<file path="config.mk">
export PLATFORM = sky130hd
export DESIGN_NAME = http_response_stream_parser_core
export DESIGN_NICKNAME = d
export VERILOG_FILES = /design/src/sv/hrsp_pkg.sv /design/src/sv/hrsp_skid.sv /design/src/sv/http_response_stream_parser_core.sv
export SDC_FILE = /design/constraint.sdc
export NUM_CORES = 1
export LEC_CHECK = 0
export ABC_AREA = 1
export ABC_CLOCK_PERIOD_IN_PS = 4590
export BUFFER_PORTS_ARGS = -buffer_cell sky130_fd_sc_hd__buf_2
export CAP_MARGIN = 0
export CELL_PAD_IN_SITES_DETAIL_PLACEMENT = 0
export CELL_PAD_IN_SITES_GLOBAL_PLACEMENT = 2
export CORE_AREA = 2 2 308 310
export DETAILED_ROUTE_END_ITERATION = 8
export DIE_AREA = 0 0 310 312
export MAX_ROUTING_LAYER = met4
export PLACE_DENSITY = 0.6
export SETUP_SLACK_MARGIN = 0.4
export SYNTH_ARGS = -nofsm -noshare
export SYNTH_HDL_FRONTEND = slang
export SYNTH_SLANG_ARGS = --single-unit
</file>
<file path="constraint.sdc">
create_clock -name clk -period 4.59 [get_ports clk]
set_clock_uncertainty 0.15 [all_clocks]
set_input_delay 1.377 -clock clk [delete_from_list [all_inputs] [get_ports clk]]
set_output_delay 1.377 -clock clk [all_outputs]
set_load 0.02 [all_outputs]
</file>
<file path="src/sv/hrsp_pkg.sv">
// ============================================================================
// hrsp_pkg: shared types and constants of the HTTP response stream parser
// Word layouts of both channels, the phase codes, error codes, character
// constants and the header key tables used by the byte classifier.
// ============================================================================
package hrsp_pkg;

	typedef struct packed {
		logic [7:0] rx_byte;
		logic       restart;
	} in_t;

	typedef struct packed {
		logic        body_valid;
		logic [7:0]  body_byte;
		logic        header_done;
		logic        message_done;
		logic [9:0]  resp_code;
		logic [31:0] content_length;
		logic        length_present;
		logic        is_chunked;
		logic [1:0]  error_code;
	} out_t;

	typedef enum logic [7:0] {
		PH_STATUS  = 8'b0000_0001,
		PH_KEY     = 8'b0000_0010,
		PH_VALUE   = 8'b0000_0100,
		PH_LENBODY = 8'b0000_1000,
		PH_CHSIZE  = 8'b0001_0000,
		PH_CHEXT   = 8'b0010_0000,
		PH_CHDATA  = 8'b0100_0000,
		PH_CLOSE   = 8'b1000_0000
	} phase_t;

	localparam logic [1:0] ERR_OK       = 2'd0;
	localparam logic [1:0] ERR_SYNTAX   = 2'd1;
	localparam logic [1:0] ERR_OVERFLOW = 2'd2;

	localparam logic [2:0] FS_IDLE = 3'd0;
	localparam logic [2:0] FS_ONE  = 3'd1;
	localparam logic [2:0] FS_TWO  = 3'd2;
	localparam logic [2:0] FS_DONE = 3'd3;

	localparam logic [1:0] CAND_CL   = 2'b01;
	localparam logic [1:0] CAND_TE   = 2'b10;
	localparam logic [1:0] CAND_BOTH = 2'b11;

	localparam logic [4:0] KEY_CL_LEN = 5'd14;
	localparam logic [4:0] KEY_TE_LEN = 5'd17;
	localparam logic [4:0] IDX_MAX    = 5'd31;
	localparam logic [2:0] WORD_LEN   = 3'd7;
	localparam logic [9:0] CODE_MAX   = 10'd999;

	localparam logic [7:0] CH_CR    = 8'h0D;
	localparam logic [7:0] CH_LF    = 8'h0A;
	localparam logic [7:0] CH_SP    = 8'h20;
	localparam logic [7:0] CH_TAB   = 8'h09;
	localparam logic [7:0] CH_COLON = 8'h3A;

	localparam logic [4:0] HEX_NONE = 5'd16;

	function automatic logic [7:0] lower_case(logic [7:0] c);
		return (c inside {["A":"Z"]}) ? c + 8'd32 : c;
	endfunction

	function automatic logic is_dec(logic [7:0] c);
		return c inside {["0":"9"]};
	endfunction

	function automatic logic is_ows(logic [7:0] c);
		return c inside {CH_SP, CH_TAB};
	endfunction

	// Returns HEX_NONE for a byte that is not a hex digit.
	function automatic logic [4:0] hex_val(logic [7:0] c);
		logic [7:0] lc;
		lc = lower_case(c);
		if (is_dec(c))
			return 5'(c - "0");
		else if (lc inside {["a":"f"]})
			return 5'(lc - "a" + 8'd10);
		else
			return HEX_NONE;
	endfunction

	function automatic logic [1:0] merge_err(logic [1:0] cur, logic [1:0] e);
		return (cur == ERR_OK) ? e : cur;
	endfunction

	function automatic logic [7:0] key_cl_char(logic [4:0] i);
		case (i)
			5'd0:    return "c";
			5'd1:    return "o";
			5'd2:    return "n";
			5'd3:    return "t";
			5'd4:    return "e";
			5'd5:    return "n";
			5'd6:    return "t";
			5'd7:    return "-";
			5'd8:    return "l";
			5'd9:    return "e";
			5'd10:   return "n";
			5'd11:   return "g";
			5'd12:   return "t";
			5'd13:   return "h";
			default: return 8'h00;
		endcase
	endfunction

	function automatic logic [7:0] key_te_char(logic [4:0] i);
		case (i)
			5'd0:    return "t";
			5'd1:    return "r";
			5'd2:    return "a";
			5'd3:    return "n";
			5'd4:    return "s";
			5'd5:    return "f";
			5'd6:    return "e";
			5'd7:    return "r";
			5'd8:    return "-";
			5'd9:    return "e";
			5'd10:   return "n";
			5'd11:   return "c";
			5'd12:   return "o";
			5'd13:   return "d";
			5'd14:   return "i";
			5'd15:   return "n";
			5'd16:   return "g";
			default: return 8'h00;
		endcase
	endfunction

	function automatic logic [7:0] chunked_char(logic [2:0] i);
		case (i)
			3'd0:    return "c";
			3'd1:    return "h";
			3'd2:    return "u";
			3'd3:    return "n";
			3'd4:    return "k";
			3'd5:    return "e";
			3'd6:    return "d";
			default: return 8'h00;
		endcase
	endfunction

endpackage

</file>
<file path="src/sv/hrsp_skid.sv">
// ============================================================================
// hrsp_skid: result register with skid stage
// Holds up to two result words so that a new byte can be taken while a
// finished result still waits downstream.
// ============================================================================
module hrsp_skid (
	input  logic            clk,
	input  logic            arst_n,
	input  logic            push_valid,
	input  hrsp_pkg::out_t  push_data,
	output logic            push_full,
	output logic            pop_valid,
	input  logic            pop_stall,
	output hrsp_pkg::out_t  pop_data
);

	logic           main_v_q;
	logic           skid_v_q;
	hrsp_pkg::out_t main_d_q;
	hrsp_pkg::out_t skid_d_q;
	logic           main_free;

	assign main_free = !main_v_q || !pop_stall;

	always_ff @(posedge clk or negedge arst_n) begin
		if (!arst_n) begin
			main_v_q <= 1'b0;
			skid_v_q <= 1'b0;
		end else if (main_free) begin
			if (skid_v_q) begin
				main_v_q <= 1'b1;
				skid_v_q <= 1'b0;
			end else begin
				main_v_q <= push_valid;
			end
		end else if (push_valid) begin
			skid_v_q <= 1'b1;
		end
	end

	always_ff @(posedge clk) begin
		if (main_free) begin
			main_d_q <= skid_v_q ? skid_d_q : push_data;
		end else if (push_valid && !skid_v_q) begin
			skid_d_q <= push_data;
		end
	end

	assign push_full = skid_v_q;
	assign pop_valid = main_v_q;
	assign pop_data  = main_d_q;

endmodule

</file>
<file path="src/sv/http_response_stream_parser_core.sv">
// ============================================================================
// http_response_stream_parser_core: HTTP/1.1 response byte parser
// Each accepted byte yields one result word, held in the result register or, while
// that register stalls, in the skid stage. Throughput: one byte per cycle while
// byte_stall is low; byte_stall rises only when both result register and skid
// stage hold words. Reset clears the parser state, the sticky error and the
// output channel at once.
// ============================================================================
module http_response_stream_parser_core #(
	parameter int LENGTH_BITS = 32
) (
	input  logic            clk,
	input  logic            arst_n,
	input  logic            byte_valid,
	output logic            byte_stall,
	input  hrsp_pkg::in_t   byte_data,
	output logic            result_valid,
	input  logic            result_stall,
	output hrsp_pkg::out_t  result_data
);

	localparam int WB = LENGTH_BITS + 4;

	typedef struct packed {
		hrsp_pkg::phase_t       ph;
		logic [2:0]             fs;
		logic [4:0]             kmi;
		logic [1:0]             kc;
		logic [2:0]             vmi;
		logic [LENGTH_BITS-1:0] acc;
		logic                   scr;
		logic                   lie;
		logic [9:0]             code;
		logic [LENGTH_BITS-1:0] len;
		logic                   lseen;
		logic                   chk;
		logic [LENGTH_BITS-1:0] bl;
		logic [1:0]             err;
	} st_t;

	function automatic st_t st_reset();
		st_t s;
		s.ph    = hrsp_pkg::PH_STATUS;
		s.fs    = hrsp_pkg::FS_IDLE;
		s.kmi   = '0;
		s.kc    = hrsp_pkg::CAND_BOTH;
		s.vmi   = '0;
		s.acc   = '0;
		s.scr   = 1'b0;
		s.lie   = 1'b1;
		s.code  = '0;
		s.len   = '0;
		s.lseen = 1'b0;
		s.chk   = 1'b0;
		s.bl    = '0;
		s.err   = hrsp_pkg::ERR_OK;
		return s;
	endfunction

	function automatic logic [WB-1:0] times10_plus(logic [LENGTH_BITS-1:0] a, logic [7:0] c);
		logic [WB-1:0] w;
		w = {4'b0000, a};
		return (w << 3) + (w << 1) + WB'(c - "0");
	endfunction

	// One ordinary byte of the status line or of a header line.
	function automatic st_t line_char(st_t s_in, logic [7:0] c);
		st_t           s;
		logic [7:0]    lc;
		logic [WB-1:0] w;
		s  = s_in;
		lc = hrsp_pkg::lower_case(c);
		w  = times10_plus(s.acc, c);
		s.lie = 1'b0;
		if (s.ph == hrsp_pkg::PH_STATUS) begin
			if (s.fs == hrsp_pkg::FS_IDLE) begin
				if (c == hrsp_pkg::CH_SP)
					s.fs = hrsp_pkg::FS_ONE;
			end else if (s.fs == hrsp_pkg::FS_ONE) begin
				if (hrsp_pkg::is_dec(c)) begin
					s.acc = LENGTH_BITS'(c - "0");
					s.fs  = hrsp_pkg::FS_TWO;
				end else begin
					s.err = hrsp_pkg::merge_err(s.err, hrsp_pkg::ERR_SYNTAX);
					s.fs  = hrsp_pkg::FS_DONE;
				end
			end else if (s.fs == hrsp_pkg::FS_TWO) begin
				if (hrsp_pkg::is_dec(c)) begin
					if (w > WB'(hrsp_pkg::CODE_MAX)) begin
						s.err = hrsp_pkg::merge_err(s.err, hrsp_pkg::ERR_OVERFLOW);
						s.acc = LENGTH_BITS'(hrsp_pkg::CODE_MAX);
					end else begin
						s.acc = w[LENGTH_BITS-1:0];
					end
				end else if (c == hrsp_pkg::CH_SP) begin
					s.code = s.acc[9:0];
					s.fs   = hrsp_pkg::FS_DONE;
				end else begin
					s.err = hrsp_pkg::merge_err(s.err, hrsp_pkg::ERR_SYNTAX);
					s.fs  = hrsp_pkg::FS_DONE;
				end
			end
		end else if (s.ph == hrsp_pkg::PH_KEY) begin
			if (c == hrsp_pkg::CH_COLON) begin
				s.kc  = s.kc & {s.kmi == hrsp_pkg::KEY_TE_LEN, s.kmi == hrsp_pkg::KEY_CL_LEN};
				s.ph  = hrsp_pkg::PH_VALUE;
				s.fs  = hrsp_pkg::FS_IDLE;
				s.vmi = '0;
				s.acc = '0;
			end else begin
				if (s.kmi >= hrsp_pkg::KEY_CL_LEN || lc != hrsp_pkg::key_cl_char(s.kmi))
					s.kc = s.kc & ~hrsp_pkg::CAND_CL;
				if (s.kmi >= hrsp_pkg::KEY_TE_LEN || lc != hrsp_pkg::key_te_char(s.kmi))
					s.kc = s.kc & ~hrsp_pkg::CAND_TE;
				if (s.kmi != hrsp_pkg::IDX_MAX)
					s.kmi = s.kmi + 5'd1;
			end
		end else if (s.fs != hrsp_pkg::FS_DONE) begin
			if ((s.kc & hrsp_pkg::CAND_CL) != '0) begin
				if (hrsp_pkg::is_ows(c)) begin
					if (s.fs == hrsp_pkg::FS_ONE)
						s.fs = hrsp_pkg::FS_TWO;
				end else if (hrsp_pkg::is_dec(c) && s.fs == hrsp_pkg::FS_IDLE) begin
					s.acc = LENGTH_BITS'(c - "0");
					s.fs  = hrsp_pkg::FS_ONE;
				end else if (hrsp_pkg::is_dec(c) && s.fs == hrsp_pkg::FS_ONE) begin
					if (w[WB-1:LENGTH_BITS] != '0) begin
						s.err = hrsp_pkg::merge_err(s.err, hrsp_pkg::ERR_OVERFLOW);
						s.acc = '1;
					end else begin
						s.acc = w[LENGTH_BITS-1:0];
					end
				end else begin
					s.err = hrsp_pkg::merge_err(s.err, hrsp_pkg::ERR_SYNTAX);
					s.fs  = hrsp_pkg::FS_DONE;
				end
			end else if ((s.kc & hrsp_pkg::CAND_TE) != '0) begin
				if (hrsp_pkg::is_ows(c)) begin
					if (s.fs == hrsp_pkg::FS_ONE)
						s.fs = hrsp_pkg::FS_TWO;
				end else if (s.fs == hrsp_pkg::FS_TWO || s.vmi >= hrsp_pkg::WORD_LEN ||
						lc != hrsp_pkg::chunked_char(s.vmi)) begin
					s.fs = hrsp_pkg::FS_DONE;
				end else begin
					s.vmi = s.vmi + 3'd1;
					s.fs  = hrsp_pkg::FS_ONE;
				end
			end
		end
		return s;
	endfunction

	st_t              st_q;
	st_t              st_d;
	hrsp_pkg::out_t   res_d;
	logic             accept;
	logic             skid_full;

	assign accept     = byte_valid && !byte_stall;
	assign byte_stall = skid_full;

	always_comb begin
		st_t              s;
		st_t              n;
		logic [7:0]       c;
		logic [4:0]       h;
		logic             nl;
		hrsp_pkg::phase_t nl_ph;
		logic             msg;
		logic             hdr;
		logic             bv;
		logic [63:0]      len_ext;
		s     = byte_data.restart ? st_reset() : st_q;
		c     = byte_data.rx_byte;
		h     = hrsp_pkg::hex_val(c);
		n     = s;
		nl    = 1'b0;
		nl_ph = hrsp_pkg::PH_STATUS;
		msg   = 1'b0;
		hdr   = 1'b0;
		bv    = 1'b0;
		case (s.ph)
			hrsp_pkg::PH_STATUS, hrsp_pkg::PH_KEY, hrsp_pkg::PH_VALUE: begin
				n.scr = 1'b0;
				if (s.scr && c == hrsp_pkg::CH_LF) begin
					nl    = 1'b1;
					nl_ph = hrsp_pkg::PH_KEY;
					if (s.ph == hrsp_pkg::PH_STATUS) begin
						if (s.lie) begin
							// Empty lines ahead of the status line are dropped.
							nl_ph = hrsp_pkg::PH_STATUS;
						end else if (s.fs < hrsp_pkg::FS_TWO) begin
							n.err = hrsp_pkg::merge_err(s.err, hrsp_pkg::ERR_SYNTAX);
						end else if (s.fs == hrsp_pkg::FS_TWO) begin
							n.code = s.acc[9:0];
						end
					end else if (s.ph == hrsp_pkg::PH_KEY) begin
						if (s.lie) begin
							hdr = 1'b1;
							if (s.chk) begin
								nl_ph = hrsp_pkg::PH_CHSIZE;
							end else if (s.lseen) begin
								if (s.len == '0) begin
									nl  = 1'b0;
									msg = 1'b1;
								end else begin
									n.bl  = s.len;
									nl_ph = hrsp_pkg::PH_LENBODY;
								end
							end else begin
								nl_ph = hrsp_pkg::PH_CLOSE;
							end
						end
					end else begin
						if ((s.kc & hrsp_pkg::CAND_CL) != '0) begin
							if (s.fs == hrsp_pkg::FS_IDLE) begin
								n.err = hrsp_pkg::merge_err(s.err, hrsp_pkg::ERR_SYNTAX);
							end else if ((s.fs inside {hrsp_pkg::FS_ONE, hrsp_pkg::FS_TWO}) &&
									!s.lseen) begin
								n.len   = s.acc;
								n.lseen = 1'b1;
							end
						end else if ((s.kc & hrsp_pkg::CAND_TE) != '0) begin
							if ((s.fs inside {hrsp_pkg::FS_ONE, hrsp_pkg::FS_TWO}) &&
									s.vmi == hrsp_pkg::WORD_LEN)
								n.chk = 1'b1;
						end
					end
				end else begin
					// A CR that was not followed by LF is an ordinary line byte.
					if (s.scr)
						n = line_char(n, hrsp_pkg::CH_CR);
					if (c == hrsp_pkg::CH_CR)
						n.scr = 1'b1;
					else
						n = line_char(n, c);
				end
			end
			hrsp_pkg::PH_LENBODY, hrsp_pkg::PH_CHDATA: begin
				bv = 1'b1;
				if (s.bl != '0)
					n.bl = s.bl - 1'b1;
				if (n.bl == '0) begin
					if (s.ph == hrsp_pkg::PH_LENBODY) begin
						msg = 1'b1;
					end else begin
						nl    = 1'b1;
						nl_ph = hrsp_pkg::PH_CHSIZE;
					end
				end
			end
			hrsp_pkg::PH_CHSIZE: begin
				if (s.fs == hrsp_pkg::FS_IDLE) begin
					if (c == hrsp_pkg::CH_CR || c == hrsp_pkg::CH_LF) begin
						n = s;
					end else if (h != hrsp_pkg::HEX_NONE) begin
						n.acc = LENGTH_BITS'(h[3:0]);
						n.fs  = hrsp_pkg::FS_ONE;
					end else begin
						// A bad size line is taken as size zero.
						n.err = hrsp_pkg::merge_err(s.err, hrsp_pkg::ERR_SYNTAX);
						n.acc = '0;
						n.ph  = hrsp_pkg::PH_CHEXT;
					end
				end else if (h != hrsp_pkg::HEX_NONE) begin
					if (s.acc[LENGTH_BITS-1 -: 4] != 4'h0) begin
						n.err = hrsp_pkg::merge_err(s.err, hrsp_pkg::ERR_OVERFLOW);
						n.acc = '1;
					end else begin
						n.acc = {s.acc[LENGTH_BITS-5:0], h[3:0]};
					end
				end else begin
					n.ph  = hrsp_pkg::PH_CHEXT;
					n.scr = (c == hrsp_pkg::CH_CR);
				end
			end
			hrsp_pkg::PH_CHEXT: begin
				if (s.scr && c == hrsp_pkg::CH_LF) begin
					n.scr = 1'b0;
					if (s.acc == '0) begin
						msg = 1'b1;
					end else begin
						n.bl  = s.acc;
						nl    = 1'b1;
						nl_ph = hrsp_pkg::PH_CHDATA;
					end
				end else begin
					n.scr = (c == hrsp_pkg::CH_CR);
				end
			end
			hrsp_pkg::PH_CLOSE: begin
				bv = 1'b1;
			end
			default: begin
				n = st_reset();
			end
		endcase

		if (nl) begin
			n.ph  = nl_ph;
			n.fs  = hrsp_pkg::FS_IDLE;
			n.kmi = '0;
			n.kc  = hrsp_pkg::CAND_BOTH;
			n.vmi = '0;
			n.acc = '0;
			n.scr = 1'b0;
			n.lie = 1'b1;
		end

		len_ext = 64'(n.len);
		res_d.body_valid     = bv;
		res_d.body_byte      = bv ? c : 8'h00;
		res_d.header_done    = hdr;
		res_d.message_done   = msg;
		res_d.resp_code      = n.code;
		res_d.content_length = (len_ext[63:32] != '0) ? 32'hFFFF_FFFF : len_ext[31:0];
		res_d.length_present = n.lseen;
		res_d.is_chunked     = n.chk;
		res_d.error_code     = n.err;

		// The per-response values are cleared only after the ending word shows them.
		if (msg) begin
			st_d     = st_reset();
			st_d.err = n.err;
		end else begin
			st_d = n;
		end
	end

	always_ff @(posedge clk or negedge arst_n) begin
		if (!arst_n) begin
			st_q <= st_reset();
		end else if (accept) begin
			st_q <= st_d;
		end
	end

	hrsp_skid u_skid (
		.clk        (clk),
		.arst_n     (arst_n),
		.push_valid (accept),
		.push_data  (res_d),
		.push_full  (skid_full),
		.pop_valid  (result_valid),
		.pop_stall  (result_stall),
		.pop_data   (result_data)
	);

	a_stall_needs_result: assert property (@(posedge clk) disable iff (!arst_n)
		byte_stall |-> result_valid)
		else $error("input stalled while no result word is held");

	a_message_end_clears: assert property (@(posedge clk) disable iff (!arst_n)
		(accept && res_d.message_done) |=>
		(st_q.ph == hrsp_pkg::PH_STATUS && !st_q.lseen && !st_q.chk && st_q.bl == '0))
		else $error("parser not back at the status line after a message end");

	a_header_end_framing: assert property (@(posedge clk) disable iff (!arst_n)
		(accept && res_d.header_done && !res_d.message_done) |=>
		(st_q.ph == hrsp_pkg::PH_CHSIZE || st_q.ph == hrsp_pkg::PH_LENBODY ||
		 st_q.ph == hrsp_pkg::PH_CLOSE))
		else $error("header end did not select a body framing");

endmodule
</file>
==> impl_metrics.py, run 1 <==
metrics = {
    "power": {
        "leakagePower_uw": 0.0161,
        "power_density_mw_per_mm2": 271,
        "p_total_uw": 8930,
        "ir_drop_uv": 182,
    },
    "setup_path": {
        "r2r-end": "st_q[100]",
        "critPathKind": "input pin to flip-flop",
        "critPathLaunch": "byte_data[6]",
        "required_ps": 4950,
        "critPathCaptureType": "flip-flop",
        "rrSetupSlack_ps": 350,
        "cp_common_cell": "nand2_1",
        "arrival_ps": 5270,
        "path_max_fanout": 11,
        "rr_startpoint": "st_q[81]",
        "r2r_cells": 32,
        "critical-path-max-stage-delay_ps": 500,
        "cp_slowest_cell": "fa_1",
        "crit_end": "st_q[100]",
        "cp-start-kind": "input pin",
    },
    "global_routing": {
        "grt_max_degree": 102,
        "grt_pass1_wl_um": 173000,
        "grt_pass1_vias": 25987,
        "antenna_found_initial": 0,
        "overflow": 0,
        "grt_util_all_layers_pct": 24.6,
    },
    "placed_design": {
        "port_buffers": 71,
        "gp_congestion": 0.892,
        "dp_cells": 5492,
        "dp_worst_setup_slack_ps": -1220,
        "hpwlAfterDp_um": 91000,
    },
    "clock_tree": {
        "cts_tree": "yes",
        "cts_root_buf": "clkbuf_16",
        "clkLatencyLatePin_ps": 610,
        "htreeDepth": 2,
        "clk_pin_slew_ps": 60,
        "cts_inserted_buffers": 36,
        "clkSinkCount": 249,
        "cts-root-to-sink-buffers": 3,
    },
    "cells_and_area": {
        "finalNonFillerCells": 5572,
        "final_common_cell": "nand2_1",
        "final_cell_mix": "967 x nand2_1, 754 x buf_4, 443 x inv_1",
        "drive_gt1_share_pct": 28.2,
        "regArea_sq_mm": 0.00681,
        "syn_to_final_growth_pct": 42.3,
        "fill_cells": 10257,
        "nNetsFinal": 4404,
        "antenna_cells": 0,
        "multi_input_area_sq_mm": 0.0147,
    },
    "synthesis": {
        "yosys_warnings": 0,
        "synth_area_sq_mm": 0.0231,
        "yosysUniqueCellTypes": 65,
        "synthTopCellsByArea": "nand2_1 17%, edfxtp_1 15%, dfrtp_1 14%",
        "synth.top_cell.area_share_pct": 16.5,
        "synth-edff-count": 114,
        "yosysTopAreaCell": "nand2_1",
        "async_flop_share_pct": 54.2,
        "ys_ff_latch": 249,
        "syn_inst": 3539,
        "synthFlopType": "dfrtp_1",
        "seq_area_frac_synth_pct": 29.4,
        "syn_avg_cell_area_sq_um": 6.53,
        "synth_nets": 3652,
    },
    "drt": {
        "drt_first_pass_iters": 6,
        "drc": 0,
        "drtAntennaViolNets": 0,
        "viasPerCell": 4.78,
        "dr.first_iter.drc_count": 1925,
        "wl_per_cell_um": 20.9,
        "routed_wl_um": 116000,
        "vias": 26638,
    },
    "floorplan": {
        "pin_count": 72,
        "die-height_um": 312,
        "fp.dieW_um": 310,
        "dieArea_sq_mm": 0.0967,
        "start_util_pct": 24.8,
        "core_sq_mm": 0.0930,
        "num_rows": 112,
    },
    "outcome": {
        "violations": "negative setup slack",
        "status": "complete, but fails checks",
    },
    "sta": {
        "slew_headroom_pct": 31.3,
        "min_period_over_period_pct": 107,
        "hold_viol": 0,
        "period_needed_ps": 4920,
        "rsz0062_at_grt": "true",
        "slew_viol_final": 0,
        "tightestPinTransition_ps": 1030,
        "clock.fmax_mhz": 203,
        "hold_slack_ps": 332,
        "timing.final.ws_setup_ps": -326,
        "setup_viol": 35,
    },
    "min_path": {
        "hp-class": "flip-flop to flip-flop",
    },
    "run": {
        "maxCapViolCount": 0,
    },
}
## registers in the layout (all words and copies together) (netlist names)
| register | flops |
|---|---|
| u_skid.pop_valid | 1 |
| u_skid.pop_data | 57 |
| st_q | 133 |
| u_skid.skid_d_q | 57 |
| u_skid.push_full | 1 |
## worst max-delay path: cells and delay by family
kind	cells	cell delay, ps
AOI/OAI and AO/OA	3	440
adders and majority gates	3	950
buffers and inverters	9	1040
and+or+nand+nor	17	1450
## Yosys cell counts, types with 5 or more instances
cell type and instances:
o221ai_1 9, a31oi_1 21, nor4_1 9, nor2_2 17, nand2_2 17, o22ai_1 66
o211ai_1 39, nand2_1 1017, fa_1 31, o311ai_0 5, buf_4 6, o21ai_1 60
a211oi_1 17, a22oi_1 16, o21ai_0 297, o2111ai_1 7, a21oi_1 189, nor2_4 7
inv_2 19, dfrtp_1 131, nor3_1 22, nand4_1 59, buf_1 7, nand3_1 156
ha_1 69, nand2_4 8, buf_2 27, clkbuf_1 95, xor2_1 40, xnor2_1 6
edfxtp_1 114, inv_1 456, nor2_1 364, o21bai_1 5, clkinv_1 7, buf_6 17
a32oi_1 39, nand3b_1 15
## power by group
group | switching, uW | internal (uW)
Combinational | 2060 | 1360
Sequential | 64.5 | 2500
Clock | 1220 | 1730
## cell families after synthesis
logic type	after synthesis	synth area share, %
AOI/OAI and AO/OA	798	20.1
xor gates and xnor gates	46	1.74
adders and majority gates	100	6.42
buffers and inverters	637	11.2
DFF	249	29.4
and+or+nand+nor	1709	31.0
## per-stage QoR
| step | setup TNS, ps | util (%) | instance area, sq um |
|---|---|---|---|
| finish | -8210 | 35.4 | 32900 |
| global placement | -121380 | 33.3 | 31000 |
| global route | -17170 | 35.4 | 32900 |
| CTS | -9100 | 34.8 | 32400 |
| floorplan | -29480 | - | 23500 |
| detailed placement | -121270 | 33.3 | 31000 |
## routing by layer
| layer | global-route usage, % | vias to the layer above | routed length, um |
|---|---|---|---|
| met2 | 39.5 | 607 | 54200 |
| met3 | 2.22 | 116 | 4660 |
| met5 | - | - | 0 |
| li1 | - | 13232 | - |
| met4 | 5.20 | 0 | 2500 |
| met1 | 33.5 | 12683 | 54900 |
## cell type report
type                            count  share of cell area, %
Multi-Input combinational cell   2653                   44.6
Timing Repair Buffer              867                   20.7
Sequential cell                   249                   20.7
Inverter                          484                   5.60
Tap cell                         1254                   4.77
Clock buffer                       44                   2.83
Clock inverter                     21                  0.772
## worst min-delay path by stage
stage | from | depth (start not counted) | end | slack [ps]
final | st_q[108] | 2 | st_q[108] | 330
after global routing | st_q[85] | 2 | st_q[85] | 350
after CTS | st_q[107] | 2 | st_q[107] | 330
after detailed placement | st_q[86] | 2 | st_q[86] | 320
after global placement | st_q[101] | 2 | st_q[101] | 310
after floorplan | st_q[95] | 2 | st_q[95] | 300
## what timing repair did
action	in CTS	in global routing
hold buffers	0	0
setup buffers	6	8
gates resized for setup	53	117
pin swaps	11	46
setup endpoints to repair	170	159
cloned	1	0
No activity file was read; power rests on OpenSTA's default activity.
==> run 2: changes to the inputs <==
--- a/constraint.sdc
+++ b/constraint.sdc
@@ -4,2 +4,2 @@
 set_output_delay 1.377 -clock clk [all_outputs]
-set_load 0.02 [all_outputs]
+set_load 0.1 [all_outputs]
==> impl_metrics.py, run 2 (synthesis results as in run 1) <==
metrics = {
    "clock_tree": {
        "clk_pin_slew_ps": 60,
        "clkLatencyLatePin_ps": 590,
        "htreeDepth": 2,
        "cts-root-to-sink-buffers": 3,
        "clkSinkCount": 249,
        "cts_inserted_buffers": 35,
        "cts_root_buf": "clkbuf_16",
        "cts_tree": "yes",
        "postCtsHoldBufs": 0,
    },
    "cells_and_area": {
        "largest_reg_flops": 133,
        "nNetsFinal": 4451,
        "fill_cells": 10169,
        "regArea_sq_mm": 0.00681,
        "regMostFlops": "st_q",
        "drive_gt1_share_pct": 30.2,
        "final_common_cell": "nand2_1",
        "final_cell_mix": "945 x nand2_1, 782 x buf_4, 437 x inv_1",
        "syn_to_final_growth_pct": 46.5,
        "multi_input_area_sq_mm": 0.0150,
    },
    "drt": {
        "vias": 26931,
        "drc": 0,
        "drtAntennaViolNets": 0,
        "dr.first_iter.drc_count": 2179,
        "viasPerCell": 4.79,
        "wl_per_cell_um": 21.1,
        "routed_wl_um": 119000,
        "drt_first_pass_iters": 6,
    },
    "floorplan": {
        "die-height_um": 312,
        "start_util_pct": 24.8,
        "dieArea_sq_mm": 0.0967,
        "core_sq_mm": 0.0930,
        "pin_count": 72,
        "fp.dieW_um": 310,
        "num_rows": 112,
    },
    "setup_path": {
        "critPathKind": "input pin to flip-flop",
        "required_ps": 4910,
        "critical-path-max-stage-delay_ps": 540,
        "critPathTopFamily": "simple AND/OR/NAND/NOR gates",
        "cp-start-kind": "input pin",
        "path_max_fanout": 12,
        "arrival_ps": 5270,
        "cp_common_cell": "nand2_1",
        "crit_buf_inv": 8,
        "cp_slowest_cell": "fa_1",
        "critPathCaptureType": "flip-flop",
    },
    "placed_design": {
        "hpwlAfterDp_um": 92200,
        "port_buffers": 71,
        "dp_worst_setup_slack_ps": -1250,
        "gp_congestion": 0.905,
    },
    "sta": {
        "min_period_over_period_pct": 108,
        "tightestPinTransition_ps": 1080,
        "slew_viol_final": 0,
        "setup_viol": 35,
        "hold_viol": 0,
        "slew_headroom_pct": 27.8,
        "fin_setup_tns_ps": -7270,
        "rsz0062_at_grt": "true",
        "period_needed_ps": 4950,
        "timing.final.ws_setup_ps": -358,
        "clock.fmax_mhz": 202,
    },
    "global_routing": {
        "antenna_found_initial": 3,
        "grt_pass1_wl_um": 177000,
        "grt_pass1_vias": 26492,
        "grt_max_degree": 77,
        "grt_util_all_layers_pct": 25.0,
        "overflow": 0,
    },
    "power": {
        "ir_drop_uv": 249,
        "p_total_uw": 9090,
        "leakagePower_uw": 0.0167,
        "power_density_mw_per_mm2": 268,
    },
    "outcome": {
        "status": "complete, but fails checks",
        "violations": "negative setup slack",
    },
    "min_path": {
        "hp-class": "flip-flop to flip-flop",
    },
    "run": {
        "maxCapViolCount": 0,
    },
}
[run 2: area by class of cell]
class | instances | area share [%]
Antenna cell | 2 | 0.0148
Clock buffer | 44 | 2.77
Clock inverter | 19 | 0.624
Inverter | 484 | 5.50
Multi-Input combinational cell | 2654 | 44.4
Sequential cell | 249 | 20.1
Tap cell | 1254 | 4.63
Timing Repair Buffer | 913 | 21.9
Timing Repair inverter | 1 | 0.0591
[run 2: worst paths after layout]
path | from | end | slack, ps | cells after the start
min in group asynchronous | arst_n | u_skid.push_full | 630 | 1
hold / removal | st_q[103] | st_q[103] | 330 | 2
hold reg to reg | st_q[103] | st_q[103] | 330 | 2
setup / recovery | byte_data[6] | st_q[80] | -360 | 33
max in group asynchronous | arst_n | st_q[115] | 2790 | 2
setup reg to reg | st_q[104] | st_q[80] | 240 | 30
[run 2: worst reg2reg max path: cells and delay by family (launching register included)]
kind          cells  cell delay, ps
fa+ha+maj         2             860
simple gates     22            2260
flops             1             340
buf+inv           6             640
[run 2: routing by layer]
| layer | routed length, um | track usage [%] | vias to the layer above |
|---|---|---|---|
| met5 | 0 | - | - |
| met4 | 2240 | 4.87 | 0 |
| met3 | 4920 | 2.26 | 107 |
| met2 | 56400 | 41.0 | 648 |
| met1 | 55200 | 33.6 | 12852 |
| li1 | - | - | 13324 |
[run 2: what timing repair did]
action | in CTS | in global routing
cloned | 8 | 0
pin swaps | 27 | 44
buffers inserted | 26 | 13
endpoints found under the setup margin | 133 | 146
resized for setup | 183 | 143
[run 2: report_power, final]
group / internal, uW / total, uW / switching [uW] / leakage [uW]
Clock: 1630 / 2820 / 1190 / 0.000561
Sequential: 2500 / 2560 / 63.4 / 0.00300
Combinational: 1350 / 3710 / 2360 / 0.0131
[run 2: stage by stage]
step | util (%) | area (sq um) | instances | hold slack [ps]
2_1_floorplan | - | 23500 | 3539 | 299
4_1_cts | 35.8 | 33300 | 5605 | 331
3_5_place_dp | 33.3 | 31000 | 5508 | 316
6_report | 36.4 | 33900 | 5620 | 328
5_1_grt | 36.4 | 33900 | 5620 | 341
3_3_place_gp | 33.3 | 31000 | 5508 | 314
